==> src/rtl/vpnp_pkg.sv <==
// Package for the VBI picture number pairer: field record type, source codes
// and VBI code word constants. No dependencies.
`timescale 1ns / 1ps

package vpnp_pkg;

	typedef enum logic [1:0] {
		SRC_NONE = 2'd0,
		SRC_CLV  = 2'd1,
		SRC_CAV  = 2'd2
	} src_t;

	typedef struct packed {
		logic [20:0] num;
		src_t        src;
		logic        lead;
	} field_rec_t;

	localparam int          QUEUE_DEPTH   = 4;

	localparam logic [3:0]  WORD_MARK_HI  = 4'hF;
	localparam logic [7:0]  HM_MARK_MID   = 8'hDD;
	localparam logic [3:0]  TC_MARK_HI    = 4'h8;
	localparam logic [3:0]  TC_MARK_MID   = 4'hE;
	localparam logic [3:0]  TC_TENS_BASE  = 4'hA;
	localparam logic [23:0] LEAD_IN_CODE  = 24'h88FFFF;
	localparam logic [23:0] LEAD_OUT_CODE = 24'h80EEEE;
	localparam logic [4:0]  FPS_PAL       = 5'd25;
	localparam logic [4:0]  FPS_NTSC      = 5'd30;

	localparam logic [0:0]  REG_FORMAT_IS_PAL = 1'b0;

endpackage

==> src/rtl/vpnp_front.sv <==
// Front end: decodes one field's VBI words into a field record.
// Depends on vpnp_pkg.
`timescale 1ns / 1ps

module vpnp_front (
	input  logic                 clk,
	input  logic                 arst_n,
	input  logic                 format_is_pal,
	input  logic                 in_valid,
	output logic                 in_ready,
	input  logic [71:0]          in_data,
	input  logic                 in_present,
	output logic                 out_valid,
	input  logic                 out_ready,
	output vpnp_pkg::field_rec_t out_rec
);
	import vpnp_pkg::*;

	function automatic logic digit_ok(input logic [3:0] d);
		return d <= 4'd9;
	endfunction

	function automatic logic cav_ok(input logic [23:0] w);
		return (w[23:20] == WORD_MARK_HI) && digit_ok({1'b0, w[18:16]}) &&
			digit_ok(w[15:12]) && digit_ok(w[11:8]) && digit_ok(w[7:4]) &&
			digit_ok(w[3:0]);
	endfunction

	function automatic logic [16:0] cav_value(input logic [23:0] w);
		return 17'(w[18:16]) * 17'd10000 + 17'(w[15:12]) * 17'd1000 +
			17'(w[11:8]) * 17'd100 + 17'(w[7:4]) * 17'd10 + 17'(w[3:0]);
	endfunction

	function automatic logic hm_ok(input logic [23:0] w);
		return (w[23:20] == WORD_MARK_HI) && (w[15:8] == HM_MARK_MID) &&
			digit_ok(w[19:16]) && (w[7:4] <= 4'd5) && digit_ok(w[3:0]);
	endfunction

	logic [23:0] v16, v17, v18;
	logic        cav17, cav18, hm17, hm18, tc_ok, lead_any;
	logic [23:0] hm_word;
	logic [6:0]  minutes;
	logic [5:0]  seconds;
	logic [15:0] secs_day;
	logic [4:0]  pic;
	logic        advance;

	logic        valid_s1;
	logic        cav_ok_s1, clv_ok_s1, lead_s1;
	logic [16:0] cav_num_s1;
	logic [15:0] secs_s1;
	logic [4:0]  pic_s1;

	logic [4:0]  fps;
	logic [20:0] total;

	assign v16 = in_data[23:0];
	assign v17 = in_data[47:24];
	assign v18 = in_data[71:48];

	always_comb begin
		cav17    = cav_ok(v17);
		cav18    = cav_ok(v18);
		hm17     = hm_ok(v17);
		hm18     = hm_ok(v18);
		hm_word  = hm17 ? v17 : v18;
		tc_ok    = (v16[23:20] == TC_MARK_HI) && (v16[15:12] == TC_MARK_MID) &&
			(v16[19:16] >= TC_TENS_BASE) && digit_ok(v16[11:8]) &&
			(v16[7:4] <= 4'd2) && digit_ok(v16[3:0]);
		minutes  = 7'(hm_word[7:4]) * 7'd10 + 7'(hm_word[3:0]);
		seconds  = 6'(v16[19:16] - TC_TENS_BASE) * 6'd10 + 6'(v16[11:8]);
		secs_day = 16'(hm_word[19:16]) * 16'd3600 + 16'(minutes) * 16'd60 +
			16'(seconds);
		pic      = 5'(v16[7:4]) * 5'd10 + 5'(v16[3:0]);
		lead_any = (v17 == LEAD_IN_CODE) || (v18 == LEAD_IN_CODE) ||
			(v17 == LEAD_OUT_CODE) || (v18 == LEAD_OUT_CODE);
	end

	assign in_ready = !valid_s1 || out_ready;
	assign advance  = in_valid && in_ready;

	always_ff @(posedge clk or negedge arst_n) begin
		if (!arst_n) begin
			valid_s1 <= 1'b0;
		end else if (in_ready) begin
			valid_s1 <= in_valid;
		end
	end

	always_ff @(posedge clk) begin
		if (advance) begin
			cav_ok_s1  <= in_present && (cav17 || cav18);
			cav_num_s1 <= cav17 ? cav_value(v17) : cav_value(v18);
			clv_ok_s1  <= in_present && (hm17 || hm18) && tc_ok;
			lead_s1    <= in_present && lead_any;
			secs_s1    <= secs_day;
			pic_s1     <= pic;
		end
	end

	assign fps   = format_is_pal ? FPS_PAL : FPS_NTSC;
	assign total = 21'(secs_s1) * 21'(fps) + 21'(pic_s1);

	always_comb begin
		if (cav_ok_s1) begin
			out_rec.num  = 21'(cav_num_s1);
			out_rec.src  = SRC_CAV;
			out_rec.lead = lead_s1 || (cav_num_s1 == 17'd0);
		end else if (clv_ok_s1 && (total != 21'd0)) begin
			out_rec.num  = total;
			out_rec.src  = SRC_CLV;
			out_rec.lead = lead_s1;
		end else begin
			out_rec.num  = 21'd0;
			out_rec.src  = SRC_NONE;
			out_rec.lead = lead_s1;
		end
	end

	assign out_valid = valid_s1;

endmodule

==> src/rtl/vpnp_queue.sv <==
// Short queue of decoded field records between front and back end.
// Depends on vpnp_pkg.
`timescale 1ns / 1ps

module vpnp_queue (
	input  logic                 clk,
	input  logic                 arst_n,
	input  logic                 wr_valid,
	output logic                 wr_ready,
	input  vpnp_pkg::field_rec_t wr_rec,
	output logic                 rd_valid,
	input  logic                 rd_ready,
	output vpnp_pkg::field_rec_t rd_rec
);
	import vpnp_pkg::*;

	localparam int PTR_BITS = $clog2(QUEUE_DEPTH);
	localparam int CNT_BITS = $clog2(QUEUE_DEPTH + 1);

	field_rec_t          store_q [QUEUE_DEPTH];
	logic [PTR_BITS-1:0] wr_ptr_q, rd_ptr_q;
	logic [CNT_BITS-1:0] count_q;
	logic                push, pop;

	assign wr_ready = count_q != CNT_BITS'(QUEUE_DEPTH);
	assign rd_valid = count_q != '0;
	assign rd_rec   = store_q[rd_ptr_q];
	assign push     = wr_valid && wr_ready;
	assign pop      = rd_valid && rd_ready;

	always_ff @(posedge clk or negedge arst_n) begin
		if (!arst_n) begin
			wr_ptr_q <= '0;
			rd_ptr_q <= '0;
			count_q  <= '0;
		end else begin
			if (push) wr_ptr_q <= wr_ptr_q + 1'b1;
			if (pop) rd_ptr_q <= rd_ptr_q + 1'b1;
			case ({push, pop})
				2'b10:   count_q <= count_q + 1'b1;
				2'b01:   count_q <= count_q - 1'b1;
				default: count_q <= count_q;
			endcase
		end
	end

	always_ff @(posedge clk) begin
		if (push) store_q[wr_ptr_q] <= wr_rec;
	end

endmodule

==> src/rtl/vpnp_back.sv <==
// Back end: pairs field records, keeps the disc tallies and the frame counter,
// and holds the result register. Depends on vpnp_pkg.
`timescale 1ns / 1ps

module vpnp_back #(
	parameter int TALLY_BITS = 24
) (
	input  logic                 clk,
	input  logic                 arst_n,
	input  logic                 in_valid,
	output logic                 in_ready,
	input  vpnp_pkg::field_rec_t in_rec,
	output logic                 m_tvalid,
	input  logic                 m_tready,
	output logic [47:0]          m_tdata,
	output logic [1:0]           m_tuser
);
	import vpnp_pkg::*;

	logic                  pending_q;
	field_rec_t            held_q;
	logic [23:0]           pair_cnt_q;
	logic [TALLY_BITS-1:0] cav_tally_q, clv_tally_q, cav_next, clv_next;

	logic                  out_valid_q;
	logic [23:0]           out_index_q;
	logic [20:0]           out_num_q;
	src_t                  out_src_q;
	logic                  out_dis_q, out_lead_q, out_cav_q;

	logic                  pop;
	logic [20:0]           pick_num;
	src_t                  pick_src;
	logic                  disagree;

	assign in_ready = !out_valid_q || m_tready;
	assign pop      = in_valid && in_ready;

	always_comb begin
		cav_next = cav_tally_q;
		clv_next = clv_tally_q;
		if (in_rec.src == SRC_CAV && cav_tally_q != '1) cav_next = cav_tally_q + 1'b1;
		if (in_rec.src == SRC_CLV && clv_tally_q != '1) clv_next = clv_tally_q + 1'b1;
	end

	always_comb begin
		if (held_q.src == SRC_CAV) begin
			pick_num = held_q.num;
			pick_src = SRC_CAV;
		end else if (in_rec.src == SRC_CAV) begin
			pick_num = in_rec.num;
			pick_src = SRC_CAV;
		end else if (held_q.src == SRC_CLV) begin
			pick_num = held_q.num;
			pick_src = SRC_CLV;
		end else if (in_rec.src == SRC_CLV) begin
			pick_num = in_rec.num;
			pick_src = SRC_CLV;
		end else begin
			pick_num = 21'd0;
			pick_src = SRC_NONE;
		end
		disagree = (held_q.src != SRC_NONE) && (in_rec.src != SRC_NONE) &&
			(held_q.num != in_rec.num);
	end

	always_ff @(posedge clk or negedge arst_n) begin
		if (!arst_n) begin
			pending_q   <= 1'b0;
			pair_cnt_q  <= '0;
			cav_tally_q <= '0;
			clv_tally_q <= '0;
			out_valid_q <= 1'b0;
		end else begin
			if (pop) begin
				cav_tally_q <= cav_next;
				clv_tally_q <= clv_next;
				pending_q   <= !pending_q;
				if (pending_q) pair_cnt_q <= pair_cnt_q + 1'b1;
			end
			if (pop && pending_q) begin
				out_valid_q <= 1'b1;
			end else if (m_tready) begin
				out_valid_q <= 1'b0;
			end
		end
	end

	always_ff @(posedge clk) begin
		if (pop && !pending_q) held_q <= in_rec;
		if (pop && pending_q) begin
			out_index_q <= pair_cnt_q;
			out_num_q   <= pick_num;
			out_src_q   <= pick_src;
			out_dis_q   <= disagree;
			out_lead_q  <= held_q.lead || in_rec.lead;
			out_cav_q   <= cav_next > clv_next;
		end
	end

	assign m_tvalid = out_valid_q;
	assign m_tdata  = {out_cav_q, out_lead_q, out_dis_q, out_num_q, out_index_q};
	assign m_tuser  = out_src_q;

`ifndef ASSERT_OFF
	a_tally_monotonic: assert property (@(posedge clk) disable iff (!arst_n)
		1'b1 |=> (cav_tally_q >= $past(cav_tally_q)) && (clv_tally_q >= $past(clv_tally_q)))
		else $error("disc tally decreased");

	a_pending_on_pop: assert property (@(posedge clk) disable iff (!arst_n)
		!pop |=> $stable(pending_q) && $stable(pair_cnt_q))
		else $error("pairing state moved without a record");

	a_result_from_pair: assert property (@(posedge clk) disable iff (!arst_n)
		$rose(out_valid_q) |-> $past(pending_q) && !pending_q)
		else $error("result issued without a completed pair");

	a_none_is_zero: assert property (@(posedge clk) disable iff (!arst_n)
		out_valid_q && (out_src_q == SRC_NONE) |-> (out_num_q == 21'd0) && !out_dis_q)
		else $error("picture number set without a source");
`endif

endmodule

==> src/rtl/vbi_picture_number_pairer_top.sv <==
// Channel     | Dir | Signals                        | Contents
// s_axis      | in  | s_tvalid s_tready s_tdata/user | one field's VBI words, presence flag
// m_axis      | out | m_tvalid m_tready m_tdata/user | one frame result per field pair
// apb config  | in  | psel penable pwrite paddr ...  | format_is_pal at byte address 0
//
// One field per clock while s_tready is high. After the second field of a pair is
// accepted, the result passes decode register, four-entry queue, result register.
// The queue lets the decoder keep taking fields while the result is stalled, until it fills.
// Reset clears the pairing, frame counter and tallies and selects 25 fps.
// Depends on vpnp_pkg, vpnp_front, vpnp_queue, vpnp_back.
`timescale 1ns / 1ps

module vbi_picture_number_pairer_top #(
	parameter int TALLY_BITS = 24
) (
	input  logic        clk,
	input  logic        arst_n,
	input  logic        s_tvalid,
	output logic        s_tready,
	input  logic [71:0] s_tdata,  // line16_word, line17_word, line18_word
	input  logic        s_tuser,  // vbi_present
	output logic        m_tvalid,
	input  logic        m_tready,
	// frame_index, pic_number, fields_disagree, lead_in_or_out, disc_is_cav
	output logic [47:0] m_tdata,
	output logic [1:0]  m_tuser,  // number_source
	input  logic        psel,
	input  logic        penable,
	input  logic        pwrite,
	input  logic [2:0]  paddr,
	input  logic [31:0] pwdata,
	output logic [31:0] prdata,
	output logic        pready
);
	import vpnp_pkg::*;

	logic       pal_q;
	logic       fr_valid, fr_ready, bk_valid, bk_ready;
	field_rec_t fr_rec, bk_rec;

	assign pready = 1'b1;
	assign prdata = (paddr[2] == REG_FORMAT_IS_PAL) ? {31'd0, pal_q} : 32'd0;

	always_ff @(posedge clk or negedge arst_n) begin
		if (!arst_n) begin
			pal_q <= 1'b1;
		end else if (psel && penable && pwrite && pready &&
			(paddr[2] == REG_FORMAT_IS_PAL)) begin
			pal_q <= pwdata[0];
		end
	end

	vpnp_front u_front (
		.clk           (clk),
		.arst_n        (arst_n),
		.format_is_pal (pal_q),
		.in_valid      (s_tvalid),
		.in_ready      (s_tready),
		.in_data       (s_tdata),
		.in_present    (s_tuser),
		.out_valid     (fr_valid),
		.out_ready     (fr_ready),
		.out_rec       (fr_rec)
	);

	vpnp_queue u_queue (
		.clk      (clk),
		.arst_n   (arst_n),
		.wr_valid (fr_valid),
		.wr_ready (fr_ready),
		.wr_rec   (fr_rec),
		.rd_valid (bk_valid),
		.rd_ready (bk_ready),
		.rd_rec   (bk_rec)
	);

	vpnp_back #(
		.TALLY_BITS (TALLY_BITS)
	) u_back (
		.clk      (clk),
		.arst_n   (arst_n),
		.in_valid (bk_valid),
		.in_ready (bk_ready),
		.in_rec   (bk_rec),
		.m_tvalid (m_tvalid),
		.m_tready (m_tready),
		.m_tdata  (m_tdata),
		.m_tuser  (m_tuser)
	);

endmodule
==> config.mk <==
export PLATFORM = sky130hd
export DESIGN_NAME = vbi_picture_number_pairer_top
export DESIGN_NICKNAME = d
export VERILOG_FILES = /design/src/rtl/vpnp_pkg.sv /design/src/rtl/vpnp_front.sv /design/src/rtl/vpnp_queue.sv /design/src/rtl/vpnp_back.sv /design/src/rtl/vbi_picture_number_pairer_top.sv
export SDC_FILE = /design/constraint.sdc
export NUM_CORES = 1
export LEC_CHECK = 0
export BUFFER_PORTS_ARGS = -buffer_cell sky130_fd_sc_hd__buf_4
export CORE_ASPECT_RATIO = 1.75
export CORE_MARGIN = 2
export CORE_UTILIZATION = 61
export DETAILED_ROUTE_END_ITERATION = 8
export HOLD_SLACK_MARGIN = 0.02
export PLACE_DENSITY = 0.89
export REMOVE_ABC_BUFFERS = 1
export SYNTH_ARGS = -nofsm -noshare
export SYNTH_HDL_FRONTEND = slang
export SYNTH_SLANG_ARGS = --single-unit
==> constraint.sdc <==
create_clock -name clk -period 5.4 [get_ports clk]
set_clock_uncertainty 0.05 [all_clocks]
set_input_delay 0.54 -clock clk [delete_from_list [all_inputs] [get_ports clk]]
set_output_delay 0.54 -clock clk [all_outputs]
set_load 0.01 [all_outputs]
==> flow_summary_export.csv <==
group,metric,value,unit
worst_setup_path,crit_path_max_incr_delay,0.65,ns
clock_tree,cts_buffer_depth,3,
finish,n_antenna_cell,0,
logic_synthesis,synth.ff_latch_count,294,
grt,grt_first_pass_wirelength,84600,um
finish,final_cell_area,26000,um^2
worst_setup_path,crit_arrival,6.46,ns
routing,via_count,16021,
finish,drive_gt1_frac,0.207,
worst_setup_path,path_class,"primary input to register",
grt,grt-ovfl-total,0,
worst_setup_path,cp_max_fo,6,
finish,final_cell_mix,"buf_4 (280), ha_1 (244), edfxtp_1 (211), inv_1 (165), xnor2_1 (160)",
place,routabilityCongestion,0.959,
worst_setup_path,r2r_start,"pal_q",
worst_setup_path,required,5.63,ns
routing,dr.pass1.iters,5,
outcome,status,"complete, but fails checks",
place,place_area,24400,um^2
logic_synthesis,ys_seq_area_frac,0.380,
worst_setup_path,worst_path_max_delay_cell,"fa_1",
worst_setup_path,worstReg2RegEnd,"u_queue.store_q[0][1]",
clock_tree,clock-sinks,294,
timing,tightest_slew,1.23,ns
logic_synthesis,synth_area_leaders,"edfxtp_1 (29%), ha_1 (15%), fa_1 (10%)",
clock_tree,cts_buffers,25,
floorplan,core,35900,um^2
timing,relSlewSlack,0.180,
grt,grt_max_degree,76,
place,dp_hpwl,40600,um
logic_synthesis,netlist_instances,1944,
place,dp_slack,-1.45,ns
clock_tree,clock_latency,0.56,ns
grt,antenna_found_initial,0,
timing,period_share,1.15,
routing,dr.first_iter.drc_count,928,
worst_setup_path,ff2ff_path_depth,14,
finish,syn_to_final_growth,17.4,%
worst_setup_path,cp-end-kind,"register",
logic_synthesis,ys_async_sr_fraction,0.282,
clock_tree,clkTransAtPathRegs,0.07,ns
finish,layout.nets,2723,
clock_tree,htree_num_levels,1,
logic_synthesis,synth_top_area_cell,"edfxtp_1",
grt,grt_pass1_vias,17104,
clock_tree,root_buffer,"clkbuf_16",
worst_setup_path,start_kind,"primary input",
finish,layout_commonest_cell,"buf_4",
grt,grt.total_usage,0.280,
timing,slew_viol_final,0,
finish,final.fill_count,2317,
place,portBuffers,134,
floorplan,die_area,37900,um^2
routing,via_per_inst,5.89,
worst_setup_path,cpMostUsedCell,"ha_4",
worst_setup_path,startpoint,"s_tdata[33]",
logic_synthesis,synth_top_area_share,0.286,
outcome,violations,"negative setup slack",
timing,fin_crit,6.22,ns
worst_setup_path,crit_end,"u_front.secs_s1[13]",
timing,setup_violations,9,
floorplan,fp-row-count,92,
floorplan,ioPinCount,200,
job,maxCapViolations,0,
timing,hold_viol,0,
min_path,hp-class,"primary input to register",
logic_synthesis,yosys_warnings,0,
worst_setup_path,worst-r2r-setup-slack,0.05,ns
routing,ant_nets,0,
logic_synthesis,syn-cell-area,22100,um^2
logic_synthesis,syn_area_per_cell,11.4,um^2
floorplan,die_h,256,um
floorplan,initial_core_util,0.616,
logic_synthesis,synth_cell_type_count,71,
timing,finalWorstSetupSlack,-0.824,ns
routing,route.detailed.drc,0,
min_path,whs_path_depth,1,
logic_synthesis,synth-edff-count,211,
routing,wl_per_cell,20.2,um
timing,rsz0062_at_grt,"true",
clock_tree,cts_tree,"yes",
logic_synthesis,synthFlopType,"edfxtp_1",
timing,fmax,161,MHz
routing,drt_wl_total,55000,um
floorplan,die_x,148,um
[flip-flops by register name, summed over array words and instances, names as in the netlist, 3 cells and up]
| name | cells |
|---|---|
| u_back.cav_tally_q | 24 |
| u_front.cav_num_s1 | 17 |
| u_front.pic_s1 | 5 |
| u_queue.count_q | 3 |
| u_back.out_index_q | 24 |
| u_front.secs_s1 | 16 |
| u_back.held_q | 24 |
| u_back.pair_cnt_q | 24 |
| u_back.out_num_q | 21 |
| u_back.clv_tally_q | 24 |
| u_queue.store_q | 96 |
[worst min path at each step]
stage | startpoint | to | slack, ns
floorplan | arst_n | u_back.cav_tally_q[0] | 0.19
global placement | arst_n | u_back.pair_cnt_q[23] | 0.32
detailed placement | arst_n | u_back.pair_cnt_q[22] | 0.32
CTS | s_tdata[0] | u_front.pic_s1[0] | 0.09
global route | s_tdata[0] | u_front.pic_s1[0] | 0.09
finish | s_tdata[0] | u_front.pic_s1[0] | 0.10
[routing by layer]
layer | GRT usage | up-vias | wire length (um) | part of all wire
li1 | - | 7283 | - | -
met1 | 0.269 | 7772 | 17700 | 0.32
met2 | 0.544 | 688 | 30500 | 0.56
met3 | 0.0344 | 278 | 2440 | 0.044
met4 | 0.182 | 0 | 4260 | 0.077
met5 | 0 | - | 0 | 0
[area by class of cell]
class | count | area (um^2) | share of cell area
timing repair buffer | 286 | 2170 | 0.0836
sequential | 294 | 8410 | 0.324
inverter | 173 | 657 | 0.0253
tap | 470 | 588 | 0.0226
clock buffer | 28 | 637 | 0.0245
clock inverter | 18 | 151 | 0.00582
multi-input combinational | 1452 | 13400 | 0.515
[logic make-up (layout without fill, tap and decap cells)]
kind of cell | count (synthesis) | after routing | synth area share
AND/OR/NAND/NOR | 466 | 466 | 0.106
adder cells (fa/ha/maj) | 376 | 376 | 0.250
XOR/XNOR | 245 | 245 | 0.0969
AO/OA/AOI/OAI | 254 | 254 | 0.0736
buffers and inverters | 239 | 505 | 0.0474
multiplexers | 68 | 68 | 0.0453
flip-flops | 294 | 294 | 0.380
other | 2 | 43 | 0.000339
[synthesized netlist by cell type (all sizes together), types with 13 or more instances]
cell	n
a21oi	76
xnor2	167
clkbuf	23
nand2b	14
mux2	14
nor2	116
and2	18
o21bai	16
xor2	78
a21o	44
inv	173
buf	43
fa	112
o21ai	52
ha	264
edfxtp	211
nand3	46
nand4	33
nand2	118
and3	13
nor4	14
nor2b	36
a22o	14
nor3	27
mux2i	30
dfrtp	82
mux4	24
[repair_timing]
action                     4_1_cts  5_1_grt
hold buffers                     1        0
resized for setup               63       42
pin swaps                       38       38
hold endpoints to repair         8        0
setup endpoints to repair       12       15
setup buffers                   23        7
[metrics by stage]
stage	std cells	util	TNS (ns)	hold slack, ns
finish	2721	0.724	-5.07	0.104
global route	2721	0.724	-7.08	0.0900
CTS	2714	0.716	-1.70	0.0891
detailed placement	2646	0.680	-11.32	0.318
global placement	2646	0.680	-7.52	0.315
floorplan	1919	-	-6.90	0.194
[worst max-delay path, delay by kind of cell]
family          cells  cell delay [ns]
buf+inv             7             0.69
mux                 1             0.32
xor+xnor            2             0.21
simple gates        4             0.48
compound gates      7             1.34
fa+ha+maj           8             2.87
Power is left out: the tool's default activity adds up to more than one toggle a clock period on the data nets, which glitch-free logic cannot reach.
